===== config.mk =====
export PLATFORM = sky130hd
export DESIGN_NAME = sacl_mod
export DESIGN_NICKNAME = d
export VERILOG_FILES = /design/src/sv/sacl_pkg.sv /design/src/sv/sacl_mod.sv
export SDC_FILE = /design/constraint.sdc
export NUM_CORES = 1
export LEC_CHECK = 0
export ABC_AREA = 1
export BUFFER_PORTS_ARGS = -buffer_cell sky130_fd_sc_hd__buf_2
export CAP_MARGIN = 20
export CORE_MARGIN = 4
export CORE_UTILIZATION = 53
export CTS_BUF_LIST = sky130_fd_sc_hd__clkbuf_4
export CTS_CLUSTER_SIZE = 16
export DETAILED_ROUTE_END_ITERATION = 10
export GPL_TIMING_DRIVEN = 1
export HOLD_SLACK_MARGIN = 0.1
export PLACE_DENSITY_LB_ADDON = 0.15
export SLEW_MARGIN = 20
export SYNTH_ARGS = -nofsm -noshare
export SYNTH_HDL_FRONTEND = slang
export SYNTH_SLANG_ARGS = --single-unit

===== constraint.sdc =====
create_clock -name clk -period 2.7 [get_ports clk]
set_input_delay 0.54 -clock clk [delete_from_list [all_inputs] [get_ports clk]]
set_output_delay 0.54 -clock clk [all_outputs]
set_load 0.02 [all_outputs]

===== src/sv/sacl_pkg.sv =====
// sacl_pkg: shared types and constants for the LRU cache tag store.
// No dependencies; the interfaces, sacl_mod, the top and the testbench refer to it by scoped names.
`timescale 1ns / 1ps

package sacl_pkg;

  // default geometry
  localparam int WAYS_DEF = 4;
  localparam int SETS_DEF = 64;

  // fixed field widths
  localparam int ADDR_W     = 32;
  localparam int WAY_NUM_W  = 2;
  localparam int OUTCOME_W  = 3;
  localparam int SET_IDX_W  = 6;
  localparam int TIME_W     = 32;
  localparam int WAYS_CFG_W = 3;
  localparam int SETS_CFG_W = 7;
  localparam int CFG_IDX_W  = 8;
  localparam int CFG_DATA_W = 32;

  // modulo unit retires this many dividend bits per cycle
  localparam int DIV_STEP_BITS = 2;

  // register indexes
  localparam logic [CFG_IDX_W-1:0] CFG_REG_WAYS = 8'd0;
  localparam logic [CFG_IDX_W-1:0] CFG_REG_SETS = 8'd1;

  // reset values of the registers
  localparam logic [WAYS_CFG_W-1:0] WAYS_CFG_RST = 3'd4;
  localparam logic [SETS_CFG_W-1:0] SETS_CFG_RST = 7'd64;

  // item kinds
  localparam logic KIND_LOOKUP = 1'b0;
  localparam logic KIND_INVAL  = 1'b1;

  typedef enum logic [OUTCOME_W-1:0] {
    OC_HIT      = 3'd0,
    OC_FILL     = 3'd1,
    OC_REPLACE  = 3'd2,
    OC_INVAL    = 3'd3,
    OC_IGNORED  = 3'd4
  } outcome_t;

  typedef enum logic [2:0] {
    ST_IDLE,
    ST_DIV,
    ST_SCAN,
    ST_UPDATE,
    ST_INVAL,
    ST_DONE
  } state_t;

  // request to the modulo unit
  typedef struct packed {
    logic              start;
    logic [ADDR_W-1:0] dividend;
  } mod_req_t;

endpackage


===== src/sv/sacl_mod.sv =====
// sacl_mod: iterative restoring modulo unit, 32-bit dividend by a small divisor.
// Depends on sacl_pkg (mod_req_t, ADDR_W, DIV_STEP_BITS).
`timescale 1ns / 1ps

module sacl_mod #(
  parameter int SETS = sacl_pkg::SETS_DEF
) (
  input  logic                                       clk,
  input  logic                                       rst_n,
  input  sacl_pkg::mod_req_t                         req,
  input  logic [$clog2(SETS+1)-1:0]                  divisor,
  output logic                                       done,
  output logic [((SETS > 1) ? $clog2(SETS) : 1)-1:0] remainder
);

  localparam int DV_W     = $clog2(SETS + 1);
  localparam int SET_W    = (SETS > 1) ? $clog2(SETS) : 1;
  localparam int N_CYC    = sacl_pkg::ADDR_W / sacl_pkg::DIV_STEP_BITS;
  localparam int CNT_W    = $clog2(N_CYC);
  localparam logic [CNT_W-1:0] CNT_LAST = CNT_W'(N_CYC - 1);

  logic                        busy_r;
  logic                        done_r;
  logic [CNT_W-1:0]            cnt_r;
  logic [DV_W-1:0]             rem_r;
  logic [DV_W-1:0]             dvs_r;
  logic [sacl_pkg::ADDR_W-1:0] dvd_r;
  logic [DV_W-1:0]             rem_n;

  // one restoring step: shift in a bit, subtract if it fits
  function automatic logic [DV_W-1:0] mod_step(input logic [DV_W-1:0] r, input logic b,
                                                 input logic [DV_W-1:0] d);
    logic [DV_W:0] t;
    t = {r, b};
    if (t >= {1'b0, d}) begin
      t = t - {1'b0, d};
    end
    return t[DV_W-1:0];
  endfunction

  // DIV_STEP_BITS dividend bits per cycle, MSB first
  always_comb begin
    rem_n = rem_r;
    for (int i = 0; i < sacl_pkg::DIV_STEP_BITS; i++) begin
      rem_n = mod_step(rem_n, dvd_r[sacl_pkg::ADDR_W-1-i], dvs_r);
    end
  end

  always_ff @(posedge clk) begin
    if (!rst_n) begin
      busy_r <= 1'b0;
      done_r <= 1'b0;
      cnt_r  <= '0;
    end else begin
      done_r <= 1'b0;
      if (req.start) begin
        busy_r <= 1'b1;
        cnt_r  <= '0;
      end else if (busy_r) begin
        cnt_r <= cnt_r + 1'b1;
        if (cnt_r == CNT_LAST) begin
          busy_r <= 1'b0;
          done_r <= 1'b1;
        end
      end
    end
  end

  always_ff @(posedge clk) begin
    if (req.start) begin
      rem_r <= '0;
      dvs_r <= divisor;
      dvd_r <= req.dividend;
    end else if (busy_r) begin
      rem_r <= rem_n;
      dvd_r <= dvd_r << sacl_pkg::DIV_STEP_BITS;
    end
  end

  assign done      = done_r;
  assign remainder = rem_r[SET_W-1:0];

  property p_start_idle;
    @(posedge clk) disable iff (!rst_n) req.start |-> !busy_r;
  endproperty
  a_start_idle: assert property (p_start_idle) else $error("modulo restarted while busy");

  property p_rem_below;
    @(posedge clk) disable iff (!rst_n) done_r |-> (rem_r < dvs_r);
  endproperty
  a_rem_below: assert property (p_rem_below) else $error("remainder not below divisor");

  property p_done_pulse;
    @(posedge clk) disable iff (!rst_n) done_r |=> !done_r;
  endproperty
  a_done_pulse: assert property (p_done_pulse) else $error("done held more than one cycle");

endmodule


==> Yosys cells after proc, flatten, opt, wreduce, memory -nomap -nowiden <==
Index checks and enable logic that the tools add are counted.
{ "totals": {"latchBits": 0, "ram_bits": 0, "elab_cells": 25, "out_inout_bits": 7, "rom_bits": 0, "regBits": 52, "input_bits": 42, "mem_count": 0} }
{ "op_classes": {"magnitude_cmp": 2, "bitwise": 2, "addsub": 3, "n_reduce_logical": 3, "n_mux": 8, "shift": 0, "div_mod_pow": 0, "mul": 0, "eq_ne": 1} }
{ "op_table": {"columns": ["cell", "n"], "rows": [
  ["32-bit two-way mux", 2],
  ["8-bit by 7-bit >= comparator with 1-bit output", 2],
  ["7-bit two-way mux", 2],
  ["7-bit subtractor", 2],
  ["4-bit by 1-bit adder with 4-bit output, second input constant", 1],
  ["4-bit == test, second input constant", 1],
  ["1-bit two-way mux", 4],
  ["3-bit OR reduction", 1],
  ["1-bit inverter", 2],
  ["2-bit nonzero test", 1],
  ["2-bit OR reduction", 1]
]} }

==> Depth between registers and ports, before layout <==
Gate-level depths: netlist of the first run.
{ "depth": {"depth_word": 4, "depth_mapped": 24, "ltp_nobuf": 24} }

==> Worst setup path after synthesis of the first run <==
OpenSTA, ideal clock, no wires.
{ "synth_path": {"kind": "register to register", "from": "reg dvd_r[31] (netlist bit)", "to": "reg rem_r[0]", "stages_incl_launch_ff": 22, "t_required_ns": 2.587, "synth_period_minus_slack_ns": 2.892, "setup_slack_ns": -0.192, "t_arrival_ns": 2.779, "path_buffers": 0, "setup_time_ns": 0.113, "cell_sequence": "edfxtp_1 inv_1 ha_1 inv_1 fa_1 nand2_1 nand2_2 nand2_2 nand2_2 nand2_4 nand3_1 nand2_1 inv_1 fa_1 nand3_1 nand3_1 nand2_1 nand2_1 nor2_8 nand3_1 nand3_1 nand2_1"} }
{ "synth_via": {"elab_chain_cells": 4, "elab_cells_between_ends": 5, "cone_classes": "1 x add/sub; 2 x order compare; 2 x mux"} }
{ "synth_rtl": {"columns": ["element", "line", "text"], "rows": [
  ["from (decl)", "sacl_mod.sv:27", "logic [sacl_pkg::ADDR_W-1:0] dvd_r;"],
  ["from (signal assigned)", "sacl_mod.sv:73", "dvd_r <= req.dividend;"],
  ["from (signal assigned)", "sacl_mod.sv:76", "dvd_r <= dvd_r << sacl_pkg::DIV_STEP_BITS;"],
  ["7-bit subtractor / 8-bit by 7-bit >= comparator with 1-bit output (equally long branches)", "sacl_mod.sv:36, sacl_mod.sv:35", null],
  ["7-bit two-way mux *", "sacl_mod.sv:35", "if (t >= {1'b0, d}) begin"],
  ["8-bit by 7-bit >= comparator with 1-bit output *", "sacl_mod.sv:35", null],
  ["7-bit two-way mux *", "sacl_mod.sv:35", null],
  ["to (signal assigned)", "sacl_mod.sv:75", "rem_r <= rem_n;"],
  ["to (decl)", "sacl_mod.sv:25", "logic [DV_W-1:0] rem_r;"]
]} }
Every way passes the cells marked *; elsewhere a longest branch is shown, timed or not.
A chain may end at the register's enable or synchronous reset.

==> Worst setup path in the final report of the first run <==
{ "layout_path": {"from": "reg dvd_r[31] (netlist bit)", "to": "reg rem_r[1]"} }
{ "layout_via": {"elab_chain_cells": 4, "elab_cells_between_ends": 6, "cone_classes": "2 x add/sub; 2 x order compare; 2 x mux"} }
{ "layout_rtl": {"columns": ["element", "line"], "rows": [
  ["7-bit subtractor / 8-bit by 7-bit >= comparator with 1-bit output (equally long branches)", "sacl_mod.sv:36, sacl_mod.sv:35"],
  ["7-bit two-way mux *", "sacl_mod.sv:35"],
  ["7-bit subtractor / 8-bit by 7-bit >= comparator with 1-bit output (equally long branches)", "sacl_mod.sv:36, sacl_mod.sv:35"],
  ["7-bit two-way mux *", "sacl_mod.sv:35"]
]} }
Marked as above.

==> out/summary.txt, run 1 <==
CTS tree - yes
most numerous cell on the critical path - nand2_2
Synth Register Bits - 52
top cells by area, synth - edfxtp_1, nand2_1, dfxtp_1
worst slew pin tran - 0.875 ns
Post-synth EDFFs - 39
CP startpoint kind - flip-flop
Synthesis Warnings - 0
post-route ant nets - 0
H-tree levels - 2
final period utilization - 106%
Final min period - 2.88 ns
CP cell instances - inv_2 -> ha_4 -> inv_2 -> fa_2 -> nand2_2 -> nand2_2 -> nand2_2 -> nand2_2 -> nand2_4 -> nand3b_1 -> nand2_4 -> inv_2 -> ha_4 -> nand2_2 -> inv_2 -> nand3_2 -> nand3_2 -> nand2_1 -> nand2_2 -> nor2_8 -> nand3_2 -> nand3_2 -> nand2_1
Worst Path Max Fanout - 8
Area after DPL - 3590 sq um
slowest CP cell - edfxtp_1
fraction of registers with async set/reset - 0%
top-count cell post-synth - nand2_1
Net Sw Frac - 42.3%
failing checks - setup timing
Hold Path Class - in2reg
Placement Setup Slack - -0.211 ns
global placer's final weighted congestion - 0.865
Slowest Stage Delay on Critical Path - 0.41 ns
Psw - 1.74 mW
WP data required - 2.96 ns
Synth Cell Area - 3050 sq um
Port Buffers - 48
Layout area overhead - 26.1%
drt total wl - 6560 microns
sequential-to-total area share from yosys stat - 46.9%
Routed wire per std cell - 12.8 microns
maxcap violations - 0
Most used DFF post-synth - edfxtp_1
final hold vios - 0
DP HPWL - 4760 microns
fraction of layout cells with a size suffix above 1 - 36.1%
Finish-stage setup viols - 7
top post-synthesis cells by count - nand2_1, inv_1, edfxtp_1
final worst slack - -0.175 ns
Min Hold Slack - 0.330 ns
# diodes - 0
clk_skew - 0.0232 ns
Power per Cell Area - 1070 nW/um^2
Clk pin slew, worst setup/hold paths - 0.16 ns
DR vias/cell - 4.94
gr ovfl total - 0
fillers - 446
Final Instance Area - 3850 sq um
Root Buffer - clkbuf_4
core area - 5540 sq um
top-level I/O count - 49
CTS Buffer Depth - 2
syn avg cell area - 8.40 sq um
Mapped Cells - 363
number of distinct library cells after synthesis - 29
CTS Sinks - 52
total track usage - 18.6%
clock power share - 10.7%
standard-cell rows - 27
Final nets - 499
Internal Dissipation - 2.37 mW
crit end category - flip-flop
Synthesized Nets - 422
vias in the first global route - 2,332
drt pass-1 iters - 5
initial drt markers - 100
initial antenna violation count - 0
combinational share of power - 64.3%
area leader, netlist - edfxtp_1
Leak Pwr - 1.98 nW
CTS Buf Count - 5
Tot Pwr - 4.11 mW
pin count of the biggest net entering global routing - 42
clk_lat worst skew - 0.37 ns
Remaining DRCs - 0
Slew Limit Fails - 0
global-route wire length before repair - 10,600 microns
slew margin rel. - 41.6%
Setup TNS - -1.16 ns
post-synth top area share - 38.4%
Sequential Power Share - 25.0%
status - finished with violations
via count - 2,529
chip width - 83.9 microns
Max Freq - 348 MHz
unrepaired setup endpoints after global routing - true
worst path arrival time - 3.14 ns
die height - 83.9 microns
die area - 7030 sq um
Initial Utilization - 55.0%
WS Path Type - reg2reg
Max IR drop VDD - 927 uV
-- critical path, delay by kind of cell (launching register included) --
family                   cells  cell delay, ns
adder cells (fa/ha/maj)      3            0.69
buffers and inverters        4            0.21
flip-flops                   1            0.41
AND/OR/NAND/NOR             16            1.47
-- cell type report --
cell class	count	area (sq um)	share of cell area, %
clock buffers	6	45.0	1.17
clock inverters	1	30.0	0.781
inverters	45	169	4.39
multi-input cells	252	1570	40.8
flip-flops and latches	52	1430	37.2
well taps	72	90.1	2.34
repair buffers	84	510	13.3
-- per-stage QoR --
stage	cells	utilization [%]
finish	512	69.4
global route	512	69.4
CTS	509	67.8
detailed placement	499	64.8
global placement	499	64.8
floorplan	363	-
-- repair_timing --
| action | in CTS | in global routing |
|---|---|---|
| resized for setup | 26 | 17 |
| buffers inserted | 3 | 3 |
| endpoints found under the hold margin | 0 | 0 |
| setup endpoints to repair | 7 | 7 |
| pin swaps | 14 | 21 |
| hold buffers | 0 | 0 |
-- cell usage in the layout, fill, tap and decap left out, types with 4 or more instances in the layout --
master / synthesis / routed
clkbuf_4: 0 / 6
a21oi_1: 9 / 7
inv_2: 3 / 13
nand3_1: 28 / 16
edfxtp_1: 39 / 39
buf_2: 1 / 48
ha_4: 0 / 6
ha_1: 15 / 9
dfxtp_1: 13 / 13
nor2_1: 6 / 6
a21oi_2: 2 / 4
nand3_2: 0 / 12
nand2_1: 156 / 140
xor2_1: 4 / 4
nand3b_1: 5 / 5
buf_4: 6 / 36
nand2_2: 4 / 18
inv_1: 42 / 32
-- cell families after synthesis --
| group | synth area share, % |
|---|---|
| AOI/OAI and AO/OA | 2.63 |
| xor gates and xnor gates | 2.01 |
| adders and majority gates | 7.47 |
| buffers and inverters | 8.04 |
| DFF | 46.9 |
| and+or+nand+nor | 32.9 |
-- registers in the layout, indices dropped and copies added (netlist names) --
signal / count
dvs_r: 7
rem_r: 7
dvd_r: 32
busy_r: 1
done: 1
cnt_r: 4
-- power groups by stage --
stage / clock, mW / sequential (mW) / combinational (mW)
2_1_floorplan: 0 / 1.03 / 1.60
3_3_place_gp: 0 / 1.04 / 2.14
3_5_place_dp: 0 / 1.05 / 2.17
4_1_cts: 0.453 / 1.03 / 2.36
5_1_grt: 0.489 / 1.04 / 2.88
6_report: 0.440 / 1.03 / 2.64
-- path summary, 6_finish.rpt --
path	start	end	slack [ns]	depth (start not counted)
max reg2reg	dvd_r[31]	rem_r[1]	-0.18	23
min reg2reg	cnt_r[3]	cnt_r[3]	0.49	2
max	dvd_r[31]	rem_r[1]	-0.18	23
min	divisor[6]	dvs_r[6]	0.33	1
-- layer usage --
layer / vias to the layer above / share of wire (%) / GRT usage, %
met5: - / 0 / 0
li1: 1307 / - / -
met4: 0 / 3.0 / 6.58
met2: 62 / 50 / 32.0
met1: 1144 / 42 / 23.6
met3: 16 / 4.3 / 3.06
No activity file was read; power rests on OpenSTA's default activity.
==> run 2, diff against run 1 <==
Settings changed: PLACE_DENSITY from default to 0.78, PLACE_DENSITY_LB_ADDON 0.15 to default.
==> run 2 against run 1 <==
The run still ends with setup timing left. Critical endpoint unchanged. Final cell count rose by 1.8%. Sequential cell count did not move. Via count rose by 4.0%.
==> out/summary.txt, run 2 (synthesized netlist as in run 1, its figures left out) <==
status - finished with violations
failing checks - setup timing
r2r setup slk - -0.20 ns (-0.02 ns)
die area - 7030 sq um (unchanged)
Slew Limit Fails - 0 (unchanged)
drt pass-1 iters - 4 (-1)
Min Hold Slack - 0.318 ns (-0.0127 ns)
final worst slack - -0.195 ns (-0.0201 ns)
slowest CP cell - edfxtp_1
Final nets - 507 (+1.6%)
post-route ant nets - 0 (unchanged)
# diodes - 0 (unchanged)
Power per Cell Area - 1100 nW/um^2 (+3.4%)
WP data required - 2.98 ns (+0.02 ns)
fraction of layout cells with a size suffix above 1 - 37.2% (+1.1 points)
top-level I/O count - 49 (unchanged)
CTS tree - yes
standard-cell rows - 27 (unchanged)
Routed wire per std cell - 13.6 microns (+6.5%)
H-tree levels - 2 (unchanged)
Worst Path Max Fanout - 7 (-1)
CTS Sinks - 52 (unchanged)
chip width - 83.9 microns (unchanged)
fin cells - 521 (+1.8%)
Hold-fix buffers, CTS - 0 (unchanged)
pin count of the biggest net entering global routing - 40 (-4.8%)
slew margin rel. - 43.0% (+1.3 points)
Remaining DRCs - 0 (unchanged)
gr ovfl total - 0 (unchanged)
DR vias/cell - 5.05 (+2.2%)
Root Buffer - clkbuf_4
Port Buffers - 48 (unchanged)
via count - 2,631 (+4.0%)
maxcap violations - 0 (unchanged)
Slowest Stage Delay on Critical Path - 0.40 ns (about the same)
worst path arrival time - 3.18 ns (+0.04 ns)
crit-path leading delay family - simple AND/OR/NAND/NOR gates
WS Path Type - reg2reg
max reg flops - 32 (unchanged)
final period utilization - 107% (+0.75 points)
reg-to-reg endpoint - rem_r[1]
utilization after layout - 71.3% (+1.8 points)
CTS Buf Count - 5 (unchanged)
drt total wl - 7100 microns (+8.3%)
clk_skew - 0.0170 ns (-0.00628 ns)
Area after DPL - 3610 sq um (+0.63%)
unrepaired setup endpoints after global routing - true
most numerous cell on the critical path - nand2_2
critical path buffer and inverter count - 4 (unchanged)
final hold vios - 0 (unchanged)
clk_lat worst skew - 0.38 ns (about the same)
Worst Hold Launch - divisor[3]
CTS Buffer Depth - 2 (unchanged)
Max IR drop VDD - 604 uV (-35%)
CP startpoint kind - flip-flop
crit end category - flip-flop
worst slew pin tran - 0.855 ns (-0.0199 ns)
Final Instance Area - 3950 sq um (+2.6%)
most frequent cells in the layout - nand2_1, buf_2, buf_4
R2R cell count - 22 (-4.3%)
die height - 83.9 microns (unchanged)
Finish-stage setup viols - 7 (unchanged)
Layout area overhead - 29.5%
global placer's final weighted congestion - 0.886 (+2.5%)
vias in the first global route - 2,680 (+15%)
global-route wire length before repair - 12,000 microns (+13%)
Clk pin slew, worst setup/hold paths - 0.16 ns (about the same)
Max Freq - 345 MHz (-0.69%)
hold endpoint - dvs_r[3]
RR Startpoint - dvd_r[31]
initial drt markers - 230 (+130%)
Initial Utilization - 55.0% (unchanged)
DP HPWL - 5160 microns (+8.4%)
hold path depth - 1 (unchanged)
initial antenna violation count - 0 (unchanged)
Final min period - 2.90 ns (+0.0201 ns)
Largest Register - dvd_r
Largest regs - dvd_r: 32 flops, dvs_r: 7 flops, rem_r: 7 flops
total track usage - 20.8% (+2.2 points)
Leak Pwr - 2.03 nW (+2.6%)
placed insts - 502 (+0.60%)
core area - 5540 sq um (unchanged)
commonest non-fill, non-tap cell in the layout - nand2_1
CP cell instances - inv_2 -> ha_2 -> inv_2 -> fa_2 -> nand2_2 -> nand2_2 -> nand2_2 -> xor2_1 -> nand2_4 -> nand2_2 -> inv_2 -> ha_4 -> nand2_4 -> inv_4 -> nand3_2 -> nand3_4 -> nand2_2 -> nand2_4 -> nor2_8 -> nand3_1 -> nand3_1 -> nand2_1
Hold Path Class - in2reg
==> run 2: cell types whose count changed in the layout (fill, tap and decap cells not counted), sizes merged <==
cell | before | now
clkinv | 0 | 2
buf | 84 | 92
clkbuf | 6 | 5
==> run 2: worst reg2reg max path, delay by kind of cell, from the launching register on <==
| family | cells | cell delay, ns |
|---|---|---|
| adder cells (fa/ha/maj) | 3 | 0.76 |
| AND/OR/NAND/NOR | 14 | 1.20 |
| flip-flops | 1 | 0.40 |
| XOR/XNOR | 1 | 0.26 |
| buffers and inverters | 4 | 0.20 |
==> run 2: what timing repair did <==
item | 4_1_cts | 5_1_grt
setup buffers | 6 | 5
resized for setup | 35 | 15
gates cloned | 0 | 0
setup endpoints to repair | 7 | 7
pin swaps | 13 | 12
==> run 2: per-stage QoR <==
stage | total power [mW] | setup slack, ns | TNS [ns]
6_report | 4.36 | -0.195 | -1.27
5_1_grt | 4.67 | -0.386 | -2.64
2_1_floorplan | 2.63 | 0.0205 | 0
4_1_cts | 4.08 | -0.0927 | -0.497
3_5_place_dp | 3.28 | -0.227 | -1.44
3_3_place_gp | 3.21 | -0.135 | -0.876
==> run 2: how the worst max path moves through the flow <==
stage,from,end,slack (ns),depth (start not counted)
after global placement,dvd_r[31],rem_r[0],-0.13,22
after CTS,dvs_r[0],rem_r[5],-0.09,22
after floorplan,dvd_r[31],rem_r[0],0.02,24
after detailed placement,dvd_r[31],rem_r[5],-0.23,22
after global routing,dvs_r[0],rem_r[2],-0.39,23
final,dvd_r[31],rem_r[1],-0.20,22
==> run 2: metal layers <==
layer  global-route usage [%]  vias up  wire [microns]
met3                     4.84       22             418
met4                     9.36        0             247
met1                     26.1     1196            2940
li1                         -     1326               -
met5                        0        -               0
met2                     34.1       87            3500
==> run 2: where the power goes <==
part / leakage, nW / internal [mW] / switching, mW
clock: 0.0428 / 0.194 / 0.254
sequential: 0.504 / 0.969 / 0.0526
combinational: 1.49 / 1.31 / 1.58
total: 2.03 / 2.48 / 1.89
==> run 2: area by class of cell <==
type,instances,area (sq um)
Multi-Input combinational cell,252,1600
Fill cell,419,1590
Sequential cell,52,1430
Timing Repair Buffer,92,571
Inverter,45,171
Tap cell,72,90.1
Clock inverter,3,42.5
Clock buffer,5,37.5
